===== src/lewc_pkg.sv =====
// Shared types, constants and helper functions for the line-editing word counter.
// Depends on nothing; every other file of the block imports it.
package lewc_pkg;

  localparam int unsigned LINE_CAPACITY = 256;
  localparam int unsigned LEN_W = $clog2(LINE_CAPACITY + 1);
  localparam int unsigned IDX_W = $clog2(LINE_CAPACITY);
  localparam int unsigned CNT_W = 32;

  localparam logic [7:0] CODE_END       = 8'd0;
  localparam logic [7:0] CODE_BACKSPACE = 8'd8;
  localparam logic [7:0] CODE_NEWLINE   = 8'd10;
  localparam logic [7:0] CODE_TAB       = 8'd9;
  localparam logic [7:0] CODE_CR        = 8'd13;
  localparam logic [7:0] CODE_SPACE     = 8'd32;

  localparam logic [CNT_W-1:0] COUNT_MAX = '1;

  typedef enum logic [1:0] {
    OP_END,
    OP_BACK,
    OP_NEWLINE,
    OP_CHAR
  } op_e;

  typedef struct packed {
    op_e  op;
    logic white;
  } cmd_t;

  function automatic logic is_white(input logic [7:0] c);
    return (c == CODE_SPACE) || ((c >= CODE_TAB) && (c <= CODE_CR));
  endfunction

  function automatic logic [CNT_W-1:0] sat_inc(input logic [CNT_W-1:0] v);
    return (v == COUNT_MAX) ? v : v + CNT_W'(1);
  endfunction

  function automatic logic [CNT_W-1:0] floor_dec(input logic [CNT_W-1:0] v);
    return (v == '0) ? v : v - CNT_W'(1);
  endfunction

endpackage


===== src/lewc_front.sv =====
// Front end: takes character transfers and classifies each byte into a command.
// Depends on lewc_pkg; feeds lewc_queue.
module lewc_front import lewc_pkg::*; (
  input  logic       in_valid_i,
  input  logic [7:0] char_code_i,
  input  logic       queue_full_i,
  output logic       in_stall_o,
  output logic       push_o,
  output cmd_t       push_cmd_o
);

  assign in_stall_o = queue_full_i;
  assign push_o     = in_valid_i && !queue_full_i;

  always_comb begin
    push_cmd_o.white = is_white(char_code_i);
    priority if (char_code_i == CODE_END) begin
      push_cmd_o.op = OP_END;
    end else if (char_code_i == CODE_BACKSPACE) begin
      push_cmd_o.op = OP_BACK;
    end else if (char_code_i == CODE_NEWLINE) begin
      push_cmd_o.op = OP_NEWLINE;
    end else begin
      push_cmd_o.op = OP_CHAR;
    end
  end

endmodule


===== src/lewc_queue.sv =====
// Two-entry command queue that decouples the front end from the back end.
// Depends on lewc_pkg for the command type.
module lewc_queue import lewc_pkg::*; (
  input  logic clk_i,
  input  logic rst_ni,
  input  logic push_i,
  input  cmd_t push_cmd_i,
  output logic full_o,
  input  logic pop_i,
  output logic head_valid_o,
  output cmd_t head_cmd_o
);

  cmd_t       entry_q [2];
  logic       wr_ptr_q, wr_ptr_d;
  logic       rd_ptr_q, rd_ptr_d;
  logic [1:0] count_q, count_d;

  assign full_o       = (count_q == 2'd2);
  assign head_valid_o = (count_q != 2'd0);
  assign head_cmd_o   = entry_q[rd_ptr_q];

  always_comb begin
    wr_ptr_d = wr_ptr_q;
    rd_ptr_d = rd_ptr_q;
    count_d  = count_q;
    if (push_i) begin
      wr_ptr_d = !wr_ptr_q;
    end
    if (pop_i) begin
      rd_ptr_d = !rd_ptr_q;
    end
    if (push_i && !pop_i) begin
      count_d = count_q + 2'd1;
    end else if (pop_i && !push_i) begin
      count_d = count_q - 2'd1;
    end
  end

  always_ff @(posedge clk_i or negedge rst_ni) begin
    if (!rst_ni) begin
      wr_ptr_q <= 1'b0;
      rd_ptr_q <= 1'b0;
      count_q  <= 2'd0;
    end else begin
      wr_ptr_q <= wr_ptr_d;
      rd_ptr_q <= rd_ptr_d;
      count_q  <= count_d;
    end
  end

  always_ff @(posedge clk_i) begin
    if (push_i) begin
      entry_q[wr_ptr_q] <= push_cmd_i;
    end
  end

endmodule


===== src/lewc_back.sv =====
// Back end: executes commands against the counters and the per-position whitespace
// store, and holds the end-of-stream result in an output register. Depends on lewc_pkg.
module lewc_back import lewc_pkg::*; (
  input  logic             clk_i,
  input  logic             rst_ni,
  input  logic             head_valid_i,
  input  cmd_t             head_cmd_i,
  output logic             pop_o,
  output logic             out_valid_o,
  input  logic             out_stall_i,
  output logic [CNT_W-1:0] line_count_o,
  output logic [CNT_W-1:0] word_count_o,
  output logic [CNT_W-1:0] char_count_o,
  output logic             line_overflow_o
);

  logic [CNT_W-1:0] lines_q, lines_d;
  logic [CNT_W-1:0] words_q, words_d;
  logic [CNT_W-1:0] chars_q, chars_d;
  logic [LEN_W-1:0] len_q, len_d;
  logic             ovf_q, ovf_d;
  logic             out_valid_q, out_valid_d;

  // Whitespace bit of the last kept position, and of the one before it as read
  // back from the store.
  logic             top_q, top_d;
  logic             sec_q;

  logic             marks_q [LINE_CAPACITY];
  logic             mark_we;
  logic [LEN_W-1:0] rd_len;
  logic [IDX_W-1:0] rd_addr;

  logic [CNT_W-1:0] res_lines_q, res_words_q, res_chars_q;
  logic             res_ovf_q;
  logic             load_res;

  logic             out_free;

  assign out_free = !out_valid_q || !out_stall_i;
  assign pop_o    = head_valid_i && ((head_cmd_i.op != OP_END) || out_free);
  assign load_res = pop_o && (head_cmd_i.op == OP_END);

  always_comb begin
    lines_d     = lines_q;
    words_d     = words_q;
    chars_d     = chars_q;
    len_d       = len_q;
    ovf_d       = ovf_q;
    top_d       = top_q;
    mark_we     = 1'b0;
    out_valid_d = out_valid_q && out_stall_i;
    if (pop_o) begin
      unique case (head_cmd_i.op)
        OP_END: begin
          out_valid_d = 1'b1;
          lines_d     = '0;
          words_d     = '0;
          chars_d     = '0;
          len_d       = '0;
          ovf_d       = 1'b0;
        end
        OP_BACK: begin
          if (len_q != '0) begin
            chars_d = floor_dec(chars_q);
            len_d   = len_q - LEN_W'(1);
            top_d   = sec_q;
            if (!top_q && ((len_q == LEN_W'(1)) || sec_q)) begin
              words_d = floor_dec(words_q);
            end
          end
        end
        OP_NEWLINE: begin
          lines_d = sat_inc(lines_q);
          len_d   = '0;
        end
        OP_CHAR: begin
          if (len_q == LEN_W'(LINE_CAPACITY)) begin
            ovf_d = 1'b1;
          end else begin
            if (!head_cmd_i.white && ((len_q == '0) || top_q)) begin
              words_d = sat_inc(words_q);
            end
            chars_d = sat_inc(chars_q);
            mark_we = 1'b1;
            top_d   = head_cmd_i.white;
            len_d   = len_q + LEN_W'(1);
          end
        end
        default: begin
        end
      endcase
    end
  end

  // The store is read every cycle at two below the next length, so the mark
  // under the top of the line is ready for a following backspace.
  assign rd_len  = len_d - LEN_W'(2);
  assign rd_addr = rd_len[IDX_W-1:0];

  always_ff @(posedge clk_i) begin
    if (mark_we) begin
      marks_q[len_q[IDX_W-1:0]] <= head_cmd_i.white;
    end
    sec_q <= marks_q[rd_addr];
    top_q <= top_d;
  end

  always_ff @(posedge clk_i) begin
    if (load_res) begin
      res_lines_q <= (chars_q != '0) ? sat_inc(lines_q) : lines_q;
      res_words_q <= words_q;
      res_chars_q <= chars_q;
      res_ovf_q   <= ovf_q;
    end
  end

  always_ff @(posedge clk_i or negedge rst_ni) begin
    if (!rst_ni) begin
      lines_q     <= '0;
      words_q     <= '0;
      chars_q     <= '0;
      len_q       <= '0;
      ovf_q       <= 1'b0;
      out_valid_q <= 1'b0;
    end else begin
      lines_q     <= lines_d;
      words_q     <= words_d;
      chars_q     <= chars_d;
      len_q       <= len_d;
      ovf_q       <= ovf_d;
      out_valid_q <= out_valid_d;
    end
  end

  assign out_valid_o     = out_valid_q;
  assign line_count_o    = res_lines_q;
  assign word_count_o    = res_words_q;
  assign char_count_o    = res_chars_q;
  assign line_overflow_o = res_ovf_q;

endmodule


===== src/line_edit_word_counter.sv =====
// Top level of the line-editing word counter: front end, command queue, back end.
// Depends on lewc_pkg, lewc_front, lewc_queue and lewc_back.
//
// This block counts lines, words and characters of a byte stream the way wc does,
// but it honors backspace editing inside the current line. Each input transfer
// carries one character byte: 8 removes the last kept character of the line (and
// one word if that character began a word), 10 counts a line and empties the line,
// 0 ends the stream, and every other byte is an ordinary character. Whitespace is
// space, tab, line feed, vertical tab, form feed and carriage return. At the end of
// the stream one result transfer carries the line count (plus one if any characters
// were counted), the word count, the character count and a flag that says whether
// a character was dropped because the line held LINE_CAPACITY characters already;
// all counts then return to zero. The counts saturate at 2^32-1. The block takes one
// byte per clock cycle: the front end classifies a byte in the cycle it arrives and
// writes it into a two-entry command queue, and the back end executes one command a
// cycle, with the line's whitespace marks in a memory that is written at the line
// end and read, registered, two positions below it, so a run of backspaces also
// proceeds one per cycle. Only an end-of-stream byte can wait in the back end, and
// only while the previous result sits unread in the output register; the input
// stalls once the queue has filled behind it. The line store needs no clearing after
// reset, since a position's mark is used only after it has been written.
module line_edit_word_counter import lewc_pkg::*; (
  input  logic             clk_i,
  input  logic             rst_ni,
  input  logic             in_valid_i,
  output logic             in_stall_o,
  input  logic [7:0]       char_code_i,
  output logic             out_valid_o,
  input  logic             out_stall_i,
  output logic [CNT_W-1:0] line_count_o,
  output logic [CNT_W-1:0] word_count_o,
  output logic [CNT_W-1:0] char_count_o,
  output logic             line_overflow_o
);

  logic queue_full;
  logic push;
  cmd_t push_cmd;
  logic pop;
  logic head_valid;
  cmd_t head_cmd;

  lewc_front u_front (
    .in_valid_i   (in_valid_i),
    .char_code_i  (char_code_i),
    .queue_full_i (queue_full),
    .in_stall_o   (in_stall_o),
    .push_o       (push),
    .push_cmd_o   (push_cmd)
  );

  lewc_queue u_queue (
    .clk_i        (clk_i),
    .rst_ni       (rst_ni),
    .push_i       (push),
    .push_cmd_i   (push_cmd),
    .full_o       (queue_full),
    .pop_i        (pop),
    .head_valid_o (head_valid),
    .head_cmd_o   (head_cmd)
  );

  lewc_back u_back (
    .clk_i           (clk_i),
    .rst_ni          (rst_ni),
    .head_valid_i    (head_valid),
    .head_cmd_i      (head_cmd),
    .pop_o           (pop),
    .out_valid_o     (out_valid_o),
    .out_stall_i     (out_stall_i),
    .line_count_o    (line_count_o),
    .word_count_o    (word_count_o),
    .char_count_o    (char_count_o),
    .line_overflow_o (line_overflow_o)
  );

endmodule

===== config.mk =====
export PLATFORM = sky130hd
export DESIGN_NAME = line_edit_word_counter
export DESIGN_NICKNAME = d
export VERILOG_FILES = /design/src/lewc_pkg.sv /design/src/lewc_front.sv /design/src/lewc_queue.sv /design/src/lewc_back.sv /design/src/line_edit_word_counter.sv
export SDC_FILE = /design/constraint.sdc
export NUM_CORES = 1
export LEC_CHECK = 0
export ABC_AREA = 1
export BUFFER_PORTS_ARGS = -buffer_cell sky130_fd_sc_hd__buf_2
export CORE_MARGIN = 4
export CORE_UTILIZATION = 25
export DETAILED_ROUTE_END_ITERATION = 10
export SYNTH_ARGS = -nofsm -noshare
export SYNTH_HDL_FRONTEND = slang
export SYNTH_SLANG_ARGS = --single-unit

===== constraint.sdc =====
create_clock -name clk_i -period 7.4 [get_ports clk_i]
set_input_delay 0 -clock clk_i [delete_from_list [all_inputs] [get_ports clk_i]]
set_output_delay 0 -clock clk_i [all_outputs]
set_load 0.005 [all_outputs]

# Word-level counts from Yosys, hierarchy flattened
# Memory sizes are Yosys's and may differ from the RTL's. A register that Yosys moved wholly into a read port is not among the register bits.
# Index checks and enable logic that the tools add are counted.
[op_classes]
order_cmp = 2
reduce_logical = 43
n_eq_ne = 21
add_sub_neg = 10
n_mux = 38
[op_table]
columns = ["cell", "count"]
rows = [
  ["32-bit two-way mux", 12],
  ["32-bit one-hot mux with 3 select lines", 2],
  ["32-bit by 1-bit adder with 32-bit output (second input constant)", 3],
  ["32-bit == test (second input constant)", 3],
  ["32-bit zero test", 2],
  ["32-bit one-hot mux with 2 select lines", 1],
  ["32-bit by 1-bit subtractor with 32-bit output (second input constant)", 2],
  ["32-bit nonzero test", 1],
  ["9-bit two-way mux", 3],
  ["9-bit one-hot mux with 3 select lines", 1],
  ["8-bit by 4-bit == test with 1-bit output (second input constant)", 2],
  ["1-bit two-way mux", 13],
  ["2-bit nonzero test", 6],
  ["2-bit inequality test (second input constant)", 5],
  ["9-bit by 1-bit adder with 9-bit output (second input constant)", 1],
  ["9-bit by 1-bit == test with 1-bit output (second input constant)", 1],
  ["9-bit == test (second input constant)", 1],
  ["1-bit logical AND", 9],
  ["1-bit zero test", 9],
  ["9-bit zero test", 1],
  ["9-bit nonzero test", 1],
  ["9-bit by 1-bit subtractor with 9-bit output (second input constant)", 1],
  ["8-bit by 6-bit == test with 1-bit output (second input constant)", 1],
  ["8-bit by 4-bit greater-or-equal comparator with 1-bit output (second input constant)", 1],
  ["other kinds (19)", 32],
]
[totals]
ram_bits = 262
mem_count = 2
word_cells = 130
out_inout_bits = 99
reg_bits = 209
[memory_table]
columns = ["name", "words", "word_bits", "rd", "rd_clocked_by_memory_dff", "wr", "line", "rtl"]
rows = [
  ["u_back.marks_q", 256, 1, 1, 1, 1, "lewc_back.sv:29", "logic marks_q [LINE_CAPACITY];"],
  ["u_queue.entry_q", 2, 3, 1, 0, 1, "lewc_queue.sv:14", "cmd_t entry_q [2];"],
]

# Logic depth before layout (Yosys ltp)
# Gate-level depths: netlist of run 1.
[logic_depth]
word_depth = 7
mapped_depth = 25
depth_no_buf = 23

# By module
# From an unflattened synthesis of run 1, not the netlist that was laid out.
[unflattened]
cells_unflattened = 2758
hier_area_um2 = 24901.4
[modules_own_cells]
columns = ["module", "cells_per_inst", "n_inst", "area_per_inst_um2", "seq_area_each_um2"]
rows = [
  ["lewc_back", 2696, 1, 24342.1, 13327.8],
  ["lewc_queue", 34, 1, 422.9, 280.3],
  ["lewc_front", 28, 1, 136.4, 0.0],
]

# Worst setup path after synthesis of run 1
# OpenSTA, ideal clock, no wires.
[synth_timing]
path_kind = "register -> register"
startpoint = "register u_queue.rd_ptr_q"
endpoint = "memory u_back.marks_q[0], data pin"
t_required_ns = 6.629
path_buffers = 0
setup_ns = 0.771
setup_slack_ns = 3.165
path_stages_with_launch = 5
arrival_ns = 3.464
path_cell_list = "dfrtp_1 inv_2 or2_2 o21ai_0 inv_1"
[synth_rtl]
columns = ["element", "line", "rtl"]
rows = [
  ["from (decl)", "lewc_queue.sv:16", "logic rd_ptr_q, rd_ptr_d;"],
  ["from (signal assigned)", "lewc_queue.sv:47", "rd_ptr_q <= rd_ptr_d;"],
  ["to (decl)", "lewc_back.sv:29", ""],
]

# Final worst setup path of run 1
[layout_timing]
startpoint = "register u_queue.rd_ptr_q"
endpoint = "register u_back.sec_q (read register of u_back.marks_q)"
[layout_between]
elab_chain_len = 6
word_cells_on_any_way = 12
[layout_rtl]
columns = ["element", "line", "rtl"]
rows = [
  ["memory read 2 x 3 bit *", "n/a", ""],
  ["2-bit == test (tied with other cells)", "lewc_back.sv:54", "unique case (head_cmd_i.op)"],
  ["2-bit OR reduction (no source line) or 1-bit logical OR (tied branches)", "n/a", ""],
  ["9-bit one-hot mux with 3 select lines or 1-bit logical AND (tied branches)", "lewc_back.sv:54, lewc_back.sv:41", ""],
  ["9-bit two-way mux *", "lewc_back.sv:53", "if (pop_o) begin"],
  ["8-bit by 2-bit subtractor with 8-bit output *", "lewc_back.sv:98", "assign rd_len = len_d - LEN_W'(2);"],
  ["to (decl)", "lewc_back.sv:27", "logic sec_q;"],
]
# Every way passes the cells marked *; elsewhere a longest branch is shown, timed or not.
# A chain may end at the register's enable or synchronous reset.

==> metrics.txt, run 1 <==
PortBufs between 100 and 150; clock latency reported for the late side of the worst-skew pair 0.62 ns; Critical Path Start Type register; chip height 325 um; asr flop ratio synth 0.235; register area 13600 um^2; Max Clock Skew 0.0491 ns; nature of the critical path endpoint register; Layout fillers slightly above 10000; distinct cell type count of the synthesized netlist 51; EDFF count, synth 360; commonest non-fill, non-tap cell in the layout sky130_fd_sc_hd__nand2_1; sum of routed wire length over all layers 70.3 mm; maximum fanout along the worst path 93; Final Cycle Share 0.658; Final nets a little over 3000; worst setup path category register to register; post-DR vias/cell 4.62; gate count after technology mapping approximately 2900; post-CTS setup-driven buffer insertion count 0; post-synthesis register bit count about 470; GP Congestion 0.883; maximum level of the CTS H-tree 2; most frequent cell on the critical path sky130_fd_sc_hd__nand3_1; Total Power Consumption between 10 and 15 mW; initial core utilization 0.253; power density of the placed cells 504 nW/um^2; critical path data arrival time between 5 and 6 ns; reg2reg setup slack ~2.5 ns; total negative slack 0 ns; Worst-Margin Slew 1.09 ns; die area 105000 um^2; drc violations 0; shortest clock period the worst path allows after layout around 4.9 ns; YS warnings 0; highest-count cells in the layout ignoring fill and taps 679 x sky130_fd_sc_hd__nand2_1, 384 x sky130_fd_sc_hd__nor2_1, 363 x sky130_fd_sc_hd__inv_1, 360 x sky130_fd_sc_hd__edfxtp_1, 280 x sky130_fd_sc_hd__nand3_1; most used flip-flop cell after synthesis sky130_fd_sc_hd__edfxtp_1; post-synthesis sequential area ratio 0.543; Clock Sinks 472; Std-Cell Rows around 120; final setup fails 0; Peak supply drop about 340 uV; vias after detailed routing 19900; number of global-route vias before repair 19600; number of primary I/O pins 111; Hold Violations, Final 0; CTS hold repair buffers 10; Antenna Nets Post-Route 0; maximum clock frequency 205 MHz; pin count of the biggest net entering global routing 159; overall routing resource usage 0.131; number of buffers added by the clock tree synthesis step 54; syn_nets 2967; Largest stage delay, worst path around 1 ns; fraction of final layout cells with drive strength greater than 1 0.0841; netlist area before placement 25100 um^2; slowest cell on the critical path sky130_fd_sc_hd__nand2_4; setup slack after placement 2.59 ns; fin worst setup slack 2.53 ns; final number of max-transition violations 0; TritonCTS clock tree yes; iteration-0 DRC count of the detailed router 1533; cell at the root of the clock tree sky130_fd_sc_hd__clkbuf_16; maximum buffer depth of the clock tree 3; number of iterations in the first detailed-routing pass 5; number of buffer and inverter instances along the worst setup path 1; path category of the worst min-delay check primary input to register; multi-input gate area in the final layout 9450 um^2; wire length of the first global-routing pass 111 mm; number of gates given a new drive strength after cts 0; kind of cell adding the most delay to the critical path simple AND/OR/NAND/NOR gates; dpl hpwl 45.4 mm; total overflow reported by the global router 0; antenna violations before repair 0; Cell Chain, Critical Path nor2_1, nor2_4, nor2_2, nand2_1, nand3_2, nand2_1, nand2_4, buf_4, nand2_1, nand3_1, nand3_1, nand3_1, nand3_1, nand3_1, nand3_1, nand3_1, nand2_1; synthesis-to-layout area growth 14.3%; max-capacitance violation count 0; leak pwr 11.7 nW; wire length per cell about 16 um; Data required, critical path 7.92 ns; unrepaired setup endpoints after global routing false; Syn Area/Cell 8.68 um^2; antenna cells 0; result of the run finished, final reports clean; Slew Limit Headroom 0.270; die extent in x approximately 320 um; clock slew at the register clock pins of the worst setup and hold paths 0.06 ns; core box area 98900 um^2
[Yosys cell counts (2+ instances only)]
cell                         n  share of area
sky130_fd_sc_hd__nand2_1   681           0.10
sky130_fd_sc_hd__nor2_1    384          0.058
sky130_fd_sc_hd__inv_1     365          0.055
sky130_fd_sc_hd__edfxtp_1  360           0.43
sky130_fd_sc_hd__nand3_1   282          0.056
sky130_fd_sc_hd__o21ai_0   143          0.029
sky130_fd_sc_hd__dfrtp_1   111           0.11
sky130_fd_sc_hd__a21oi_1    91          0.018
sky130_fd_sc_hd__ha_1       68          0.034
sky130_fd_sc_hd__clkbuf_1   56         0.0084
sky130_fd_sc_hd__xor2_1     49          0.017
sky130_fd_sc_hd__nand4_1    40          0.010
sky130_fd_sc_hd__buf_2      35         0.0070
sky130_fd_sc_hd__nor4_1     27         0.0067
sky130_fd_sc_hd__nor3_1     25         0.0050
sky130_fd_sc_hd__buf_6      17         0.0076
sky130_fd_sc_hd__xnor2_1    14         0.0049
sky130_fd_sc_hd__o211ai_1   13         0.0039
sky130_fd_sc_hd__o22ai_1    12         0.0030
sky130_fd_sc_hd__a31oi_1    11         0.0027
sky130_fd_sc_hd__o21ai_1    11         0.0022
sky130_fd_sc_hd__nand3b_1   10         0.0030
sky130_fd_sc_hd__o21a_1      9         0.0027
sky130_fd_sc_hd__inv_2       8         0.0012
sky130_fd_sc_hd__a21o_1      7         0.0021
sky130_fd_sc_hd__nor2_2      6         0.0015
sky130_fd_sc_hd__a21boi_0    4         0.0012
sky130_fd_sc_hd__buf_4       4         0.0012
sky130_fd_sc_hd__nand2_2     4         0.0010
sky130_fd_sc_hd__or2_2       4         0.0010
sky130_fd_sc_hd__buf_1       3        0.00045
sky130_fd_sc_hd__nor3b_1     3        0.00090
sky130_fd_sc_hd__o221ai_1    3         0.0010
sky130_fd_sc_hd__o31ai_1     3        0.00090
sky130_fd_sc_hd__a211oi_1    2        0.00060
sky130_fd_sc_hd__a32o_1      2        0.00080
sky130_fd_sc_hd__fa_1        2         0.0016
sky130_fd_sc_hd__nor2_4      2        0.00090
sky130_fd_sc_hd__o21bai_1    2        0.00060
[routing by layer]
metal	track usage	routed length (um)
met1	0.171	31000
met2	0.217	33000
met3	0.0234	4220
met4	0.0456	2030
met5	0	0
[report_power, final]
group | switching, mW | leakage (nW) | internal [mW]
combinational | 5.59 | 6.19 | 2.39
sequential | 0.376 | 4.71 | 3.51
clock | 1.12 | 0.819 | 1.44
total | 7.08 | 11.7 | 7.33
[state kept, by name, summed over array words and instances, names as in the netlist]
| register | flops |
|---|---|
| u_back.char_count_o | 32 |
| u_back.chars_q | 32 |
| u_back.len_q | 9 |
| u_back.line_count_o | 32 |
| u_back.line_overflow_o | 1 |
| u_back.lines_q | 32 |
| u_back.marks_q | 256 |
| u_back.out_valid_o | 1 |
| u_back.ovf_q | 1 |
| u_back.sec_q | 1 |
| u_back.top_q | 1 |
| u_back.word_count_o | 32 |
| u_back.words_q | 32 |
| u_queue.count_q | 2 |
| u_queue.entry_q | 6 |
| u_queue.rd_ptr_q | 1 |
| u_queue.wr_ptr_q | 1 |
[worst register-to-register path, stage by stage, from the launching register on]
cell and delay, ns:
sky130_fd_sc_hd__dfrtp_1 0.45, sky130_fd_sc_hd__nor2_1 0.21, sky130_fd_sc_hd__nor2_4 0.09, sky130_fd_sc_hd__nor2_2 0.58, sky130_fd_sc_hd__nand2_1 0.24, sky130_fd_sc_hd__nand3_2 0.17
sky130_fd_sc_hd__nand2_1 0.48, sky130_fd_sc_hd__nand2_4 1.04, sky130_fd_sc_hd__buf_4 0.55, sky130_fd_sc_hd__nand2_1 0.11, sky130_fd_sc_hd__nand3_1 0.10, sky130_fd_sc_hd__nand3_1 0.09
sky130_fd_sc_hd__nand3_1 0.09, sky130_fd_sc_hd__nand3_1 0.22, sky130_fd_sc_hd__nand3_1 0.14, sky130_fd_sc_hd__nand3_1 0.07, sky130_fd_sc_hd__nand3_1 0.09, sky130_fd_sc_hd__nand2_1 0.05
[final cells by class]
cell class,instances,share of cell area
clock buffers,72,0.0514
clock inverters,28,0.00717
inverters,373,0.0492
multi-input cells,1925,0.330
flip-flops and latches,472,0.475
well taps,1287,0.0563
repair buffers,149,0.0304
[worst paths after layout]
kind / startpoint / to / cells past startpoint
setup / recovery: u_queue.rd_ptr_q / u_back.sec_q / 17
hold / removal: char_code_i[6] / u_queue.entry_q[1][0] / 4
setup reg to reg: u_queue.rd_ptr_q / u_back.sec_q / 17
hold reg to reg: u_back.out_valid_o / u_back.out_valid_o / 2
max in group asynchronous: rst_ni / u_back.lines_q[24] / 3
min in group asynchronous: rst_ni / u_back.words_q[21] / 2
[stage by stage]
stage	cell area, um^2	std cells	hold slack (ns)	util
after floorplan	25100	2885	-0.296	-
after global placement	26800	4196	0.240	0.272
after detailed placement	26800	4196	0.255	0.272
after CTS	28600	4306	0.0239	0.290
after global routing	28600	4306	0.0346	0.290
final	28600	4306	0.0481	0.290
[cells by family after synthesis]
| group | synth area share |
|---|---|
| compound gates | 0.0718 |
| simple gates | 0.247 |
| buf+inv | 0.0806 |
| xor+xnor | 0.0220 |
| fa+ha+maj | 0.0356 |
| flops | 0.543 |
Power figures use the tool's default switching activity.
==> run 2, diff against run 1 <==
==> constraint.sdc (replaced) <==
create_clock -name clk_i -period 4.9 [get_ports clk_i]
set_input_delay 0 -clock clk_i [delete_from_list [all_inputs] [get_ports clk_i]]
set_output_delay 0 -clock clk_i [all_outputs]
set_load 0.005 [all_outputs]
==> run 2 against run 1 <==
  * Worst setup slack worse by 1.8 ns
  * Final area up 0.65%
  * Register-to-register slack worse by 1.8 ns
  * Maximum frequency up 18%
  * Global-route usage about the same
  * Sequential share of layout area down 0.31 points
  * Non-clock buffer count up 15
  * Wire length about the same
  * Cell count up 0.35%
  * Clock skew down 0.012 ns
  * Worst hold slack worse by 0.024 ns
  * Via count up 0.72%
==> metrics.txt, run 2 (same netlist as run 1, synthesis figures left out) <==
result of the run finished, final reports clean; post-CTS setup-driven buffer insertion count 0 (unchanged); Final Cycle Share 0.842 (+0.184); number of buffers added by the clock tree synthesis step 54 (unchanged); Cell Chain, Critical Path nand2_1, inv_2, nor2_4, nor2_2, inv_2, ha_1, a21oi_1, nand2_1, a21boi_0, o21ai_0, a211oi_1, o21ai_0, a21boi_0, o21ai_0, nand2_1, nand2_1, o21ai_0; antenna cells 0 (unchanged); worst setup path category register to register; clock latency reported for the late side of the worst-skew pair 0.62 ns (about the same); Worst-Margin Slew 0.936 ns (-0.158 ns); Reg2Reg Depth 17 (unchanged); post-DR vias/cell 4.64 (+0.37%); path category of the worst min-delay check primary input to async pin; wire length of the first global-routing pass 110 mm (-0.57%); dpl hpwl 44.7 mm (-1.5%); die area 105000 um^2 (unchanged); max-capacitance violation count 0 (unchanged); antenna violations before repair 0 (unchanged); PortBufs 110 (unchanged); cell at the root of the clock tree sky130_fd_sc_hd__clkbuf_16; GP Congestion 0.881 (-0.22%); clock slew at the register clock pins of the worst setup and hold paths 0.06 ns (about the same); reg2reg setup slack 0.78 ns (-1.76 ns); pin count of the biggest net entering global routing 147 (-7.5%); synthesis-to-layout area growth 15.0%; capture point of the worst reg-to-reg path u_back.words_q[23]; Max Clock Skew 0.0368 ns (-0.0123 ns); highest-count cells in the layout ignoring fill and taps 679 x sky130_fd_sc_hd__nand2_1, 384 x sky130_fd_sc_hd__nor2_1, 363 x sky130_fd_sc_hd__inv_1, 360 x sky130_fd_sc_hd__edfxtp_1, 282 x sky130_fd_sc_hd__nand3_1; core box area 98900 um^2 (unchanged); shortest clock period the worst path allows after layout 4.12 ns (-0.742 ns); Final nets 3072 (+0.49%); nature of the critical path endpoint register; final cell count without fillers 4321 (+0.35%); number of buffer and inverter instances along the worst setup path 2 (+1); initial core utilization 0.253 (unchanged); total negative slack 0 ns (unchanged); sum of routed wire length over all layers 70.3 mm (about the same); final number of max-transition violations 0 (unchanged); maximum fanout along the worst path 38 (-59%); Hold Violations, Final 0 (unchanged); TritonCTS clock tree yes; number of flip-flops under the largest register name 256 (unchanged); number of iterations in the first detailed-routing pass 5 (unchanged); Antenna Nets Post-Route 0 (unchanged); Post-Place Cells 4211 (+0.36%); drc violations 0 (unchanged); overall routing resource usage 0.130 (-0.000456); number of global-route vias before repair 19500 (-0.57%); maximum clock frequency 242 MHz (+18%); final setup fails 0 (unchanged); maximum buffer depth of the clock tree 3 (unchanged); Clock Sinks 472 (unchanged); unrepaired setup endpoints after global routing false; wire length per cell 16.3 um (-0.26%); FF-to-FF Start u_queue.rd_ptr_q; iteration-0 DRC count of the detailed router 1513 (-1.3%); critical path data arrival time 4.65 ns (-0.74 ns); slowest cell on the critical path sky130_fd_sc_hd__inv_2; number of gates given a new drive strength after cts 0 (unchanged); number of primary I/O pins 111 (unchanged); kind of cell adding the most delay to the critical path compound AO/OA/AOI/OAI gates; chip height 325 um (unchanged); maximum level of the CTS H-tree 2 (unchanged); Data required, critical path 5.43 ns (-2.49 ns); Slew Limit Headroom 0.376 (+0.106); Std-Cell Rows 115 (unchanged); vias after detailed routing 20100 (+0.72%); Largest stage delay, worst path 0.61 ns (-0.42 ns); worst hold slack 0.0240 ns (-0.0241 ns); fraction of final layout cells with drive strength greater than 1 0.0877 (+0.00354); total overflow reported by the global router 0 (unchanged); commonest non-fill, non-tap cell in the layout sky130_fd_sc_hd__nand2_1; Critical Path Start Type register; die extent in x 325 um (unchanged)
run 2: what timing repair did:
item                                    in CTS  in global routing
endpoints found under the setup margin       0                  0
hold endpoints to repair                    67                  0
hold buffers                                10                  0
run 2: metal layers:
layer	routed length [um]	global-route usage	share of wire
met5	0	0	0
met4	1920	0.0412	0.027
met3	3880	0.0225	0.055
met2	33200	0.219	0.47
met1	31300	0.170	0.45
run 2: per-stage QoR:
step | utilization | setup slack [ns] | area [um^2]
finish | 0.291 | 0.776 | 28800
global route | 0.291 | 0.233 | 28800
CTS | 0.291 | 0.740 | 28800
detailed placement | 0.273 | 0.789 | 27000
global placement | 0.273 | 0.956 | 27000
floorplan | - | 0.665 | 25100
run 2: worst max-delay path by stage:
stage	slack, ns	endpoint	startpoint	depth (start not counted)
after floorplan	0.67	u_back.marks_q[0]	u_queue.rd_ptr_q	4
after detailed placement	0.79	u_back.words_q[23]	u_queue.rd_ptr_q	17
final	0.78	u_back.words_q[23]	u_queue.rd_ptr_q	17
after global routing	0.23	u_back.words_q[23]	u_queue.rd_ptr_q	17
after CTS	0.74	u_back.words_q[23]	u_queue.rd_ptr_q	17
after global placement	0.96	u_back.sec_q	u_back.len_q[0]	19
run 2: layout make-up:
type,instances,area (um^2)
clock buffer,74,1490
clock inverter,26,234
fill,10400,70000
inverter,373,1410
multi-input combinational,1925,9440
sequential,472,13600
tap,1287,1610
timing repair buffer,164,1020
run 2: worst reg2reg max path, cell delays in order (launching register included):
cell and delay, ns:
sky130_fd_sc_hd__dfrtp_1 0.44, sky130_fd_sc_hd__nand2_1 0.13, sky130_fd_sc_hd__inv_2 0.05, sky130_fd_sc_hd__nor2_4 0.22
sky130_fd_sc_hd__nor2_2 0.07, sky130_fd_sc_hd__inv_2 0.61, sky130_fd_sc_hd__ha_1 0.42, sky130_fd_sc_hd__a21oi_1 0.15
sky130_fd_sc_hd__nand2_1 0.08, sky130_fd_sc_hd__a21boi_0 0.31, sky130_fd_sc_hd__o21ai_0 0.24, sky130_fd_sc_hd__a211oi_1 0.45
sky130_fd_sc_hd__o21ai_0 0.22, sky130_fd_sc_hd__a21boi_0 0.25, sky130_fd_sc_hd__o21ai_0 0.14, sky130_fd_sc_hd__nand2_1 0.08
sky130_fd_sc_hd__nand2_1 0.05, sky130_fd_sc_hd__o21ai_0 0.13
Power of run 2 is left out: the tool's default activity adds up to more than one toggle a clock period on the data nets, which glitch-free logic cannot reach.
==> run 3, diff against run 2 <==
==> constraint.sdc (replaced) <==
create_clock -name clk_i -period 3.4 [get_ports clk_i]
set_input_delay 0 -clock clk_i [delete_from_list [all_inputs] [get_ports clk_i]]
set_output_delay 0 -clock clk_i [all_outputs]
set_load 0.005 [all_outputs]
==> run 3 against run 2 <==
  * Flip-flop and latch count did not move
  * First-iteration DRC count rose by 16%
  * Worst setup slack got worse by 0.54 ns
  * Sequential share of layout area fell by 1.4 points
  * Cell count rose by 1.9%
  * Worst hold slack improved by 0.011 ns
  * Maximum frequency rose by 30%
  * Core utilization rose by 0.90 points
  * Wire length rose by 1.2%
  * Critical path depth rose by 3
  * Register-to-register slack got worse by 0.54 ns
  * Via count rose by 1.5%
  * Critical endpoint is now u_back.sec_q
==> metrics.txt, run 3 (same netlist as run 1, synthesis figures left out) <==
result of the run finished, final reports clean; worst setup path category register to register; vias after detailed routing 20300 (+1.5%); worst min-delay path startpoint char_code_i[2]; overall routing resource usage 0.131 (+0.00121); number of global-route vias before repair 19400 (-0.25%); fraction of final layout cells with drive strength greater than 1 0.114 (+0.0268); path category of the worst min-delay check primary input to register; Worst-Margin Slew 1.10 ns (+0.165 ns); FF-to-FF Start u_back.len_q[1]; final number of max-transition violations 0 (unchanged); hold endpoint u_queue.entry_q[0][0]; GP Congestion 0.894 (+1.5%); wire length per cell 16.2 um (-0.71%); post-DR vias/cell 4.62 (-0.47%); Critical Path Start Type register; drc violations 0 (unchanged); Post-Place Cells 4288 (+1.8%); critical path data arrival time 3.71 ns (-0.94 ns); Slew Limit Headroom 0.266 (-0.110); antenna cells 0 (unchanged); number of buffers added by the clock tree synthesis step 55 (+1.9%); commonest non-fill, non-tap cell in the layout sky130_fd_sc_hd__nand2_1; maximum buffer depth of the clock tree 3 (unchanged); clock slew at the register clock pins of the worst setup and hold paths 0.06 ns (about the same); reg2reg setup slack 0.24 ns (-0.54 ns); multi-input gate area in the final layout 9450 um^2 (about the same); Layout fillers 10300 (-1.0%); Data required, critical path 3.94 ns (-1.49 ns); die extent in x 325 um (unchanged); Hold Violations, Final 0 (unchanged); dpl hpwl 46.8 mm (+4.8%); number of iterations in the first detailed-routing pass 5 (unchanged); highest-count cells in the layout ignoring fill and taps 678 x sky130_fd_sc_hd__nand2_1, 383 x sky130_fd_sc_hd__nor2_1, 363 x sky130_fd_sc_hd__inv_1, 360 x sky130_fd_sc_hd__edfxtp_1, 282 x sky130_fd_sc_hd__nand3_1; count of cells along the worst hold path 3; pin count of the biggest net entering global routing 118 (-20%); total overflow reported by the global router 0 (unchanged); antenna violations before repair 3 (+3); clock latency reported for the late side of the worst-skew pair 0.66 ns (+0.04 ns); wire length of the first global-routing pass 112 mm (+1.2%); unrepaired setup endpoints after global routing true; initial core utilization 0.253 (unchanged); core box area 98900 um^2 (unchanged); post-CTS setup-driven buffer insertion count 0 (unchanged); final setup fails 0 (unchanged); chip height 325 um (unchanged); maximum clock frequency 316 MHz (+30%); Std-Cell Rows 115 (unchanged); register area 13600 um^2 (about the same); die area 105000 um^2 (unchanged); capture point of the worst reg-to-reg path u_back.sec_q; Antenna Nets Post-Route 0 (unchanged); sum of routed wire length over all layers 71.2 mm (+1.2%); nature of the critical path endpoint register; shortest clock period the worst path allows after layout 3.16 ns (-0.962 ns); number of flip-flops under the largest register name 256 (unchanged); Reg2Reg Depth 20 (+3); max-capacitance violation count 0 (unchanged); TritonCTS clock tree yes; final cell count without fillers 4405 (+1.9%); iteration-0 DRC count of the detailed router 1757 (+16%); maximum fanout along the worst path 32 (-16%); worst hold slack 0.0347 ns (+0.0107 ns); synthesis-to-layout area growth 18.6%; number of primary I/O pins 111 (unchanged); cell at the root of the clock tree sky130_fd_sc_hd__clkbuf_16; PortBufs 110 (unchanged); Max Clock Skew 0.0652 ns (+0.0283 ns); Final Cycle Share 0.930 (+0.0884); Final nets 3153 (+2.6%); Clock Sinks 472 (unchanged); maximum level of the CTS H-tree 2 (unchanged)
-- run 3: worst max path at each step --
stage / cells after the start / endpoint / slack, ns / from
5_1_grt: 17 / u_back.words_q[23] / -0.03 / u_queue.rd_ptr_q
3_3_place_gp: 20 / u_back.chars_q[22] / 0.10 / u_queue.rd_ptr_q
4_1_cts: 20 / u_back.chars_q[22] / 0.08 / u_queue.rd_ptr_q
2_1_floorplan: 4 / u_back.marks_q[0] / -0.10 / u_queue.rd_ptr_q
6_report: 20 / u_back.sec_q / 0.24 / u_back.len_q[1]
3_5_place_dp: 20 / u_back.chars_q[22] / 0.09 / u_queue.rd_ptr_q
-- run 3: stage by stage --
| step | util | setup WS [ns] | cell area, um^2 | TNS, ns |
|---|---|---|---|---|
| after CTS | 0.300 | 0.0766 | 29700 | 0 |
| after global routing | 0.300 | -0.0269 | 29700 | -0.0292 |
| after floorplan | - | -0.101 | 25100 | -25.77 |
| after global placement | 0.280 | 0.104 | 27600 | 0 |
| final | 0.300 | 0.238 | 29700 | 0 |
| after detailed placement | 0.280 | 0.0882 | 27600 | 0 |
-- run 3: routing by layer --
metal	vias up	global-route usage	part of all wire
met2	546	0.219	0.48
met3	124	0.0220	0.057
met4	2	0.0390	0.026
met5	-	0	0.00022
li1	9941	-	-
met1	9732	0.176	0.44
-- run 3: cell type report --
cell class / count / share of cell area
sequential: 472 / 0.458
multi-input combinational: 1925 / 0.318
timing repair buffer: 244 / 0.0583
tap: 1287 / 0.0542
clock buffer: 65 / 0.0479
inverter: 373 / 0.0476
clock inverter: 39 / 0.0157
-- run 3: worst max-delay path, stage by stage (launching register included) --
cell                      delay [ns]
sky130_fd_sc_hd__dfrtp_1        0.43
sky130_fd_sc_hd__inv_1          0.15
sky130_fd_sc_hd__ha_2           0.25
sky130_fd_sc_hd__nand2_1        0.09
sky130_fd_sc_hd__inv_1          0.09
sky130_fd_sc_hd__nand2_1        0.11
sky130_fd_sc_hd__nand2_1        0.14
sky130_fd_sc_hd__nand2_1        0.06
sky130_fd_sc_hd__nand3_1        0.09
sky130_fd_sc_hd__nand2_2        0.09
sky130_fd_sc_hd__inv_2          0.17
sky130_fd_sc_hd__ha_1           0.30
sky130_fd_sc_hd__inv_1          0.11
sky130_fd_sc_hd__buf_12         0.24
sky130_fd_sc_hd__nand3_1        0.22
sky130_fd_sc_hd__nand3_1        0.14
sky130_fd_sc_hd__nand3_1        0.09
sky130_fd_sc_hd__nand3_1        0.10
sky130_fd_sc_hd__nand3_1        0.07
sky130_fd_sc_hd__nand3_1        0.09
sky130_fd_sc_hd__nand2_1        0.06
-- run 3: timing repair --
action,CTS,global route
gates resized for setup,0,13
endpoints found under the hold margin,60,0
hold buffers,12,0
endpoints found under the setup margin,0,21
Power of run 3 is left out for the same reason.
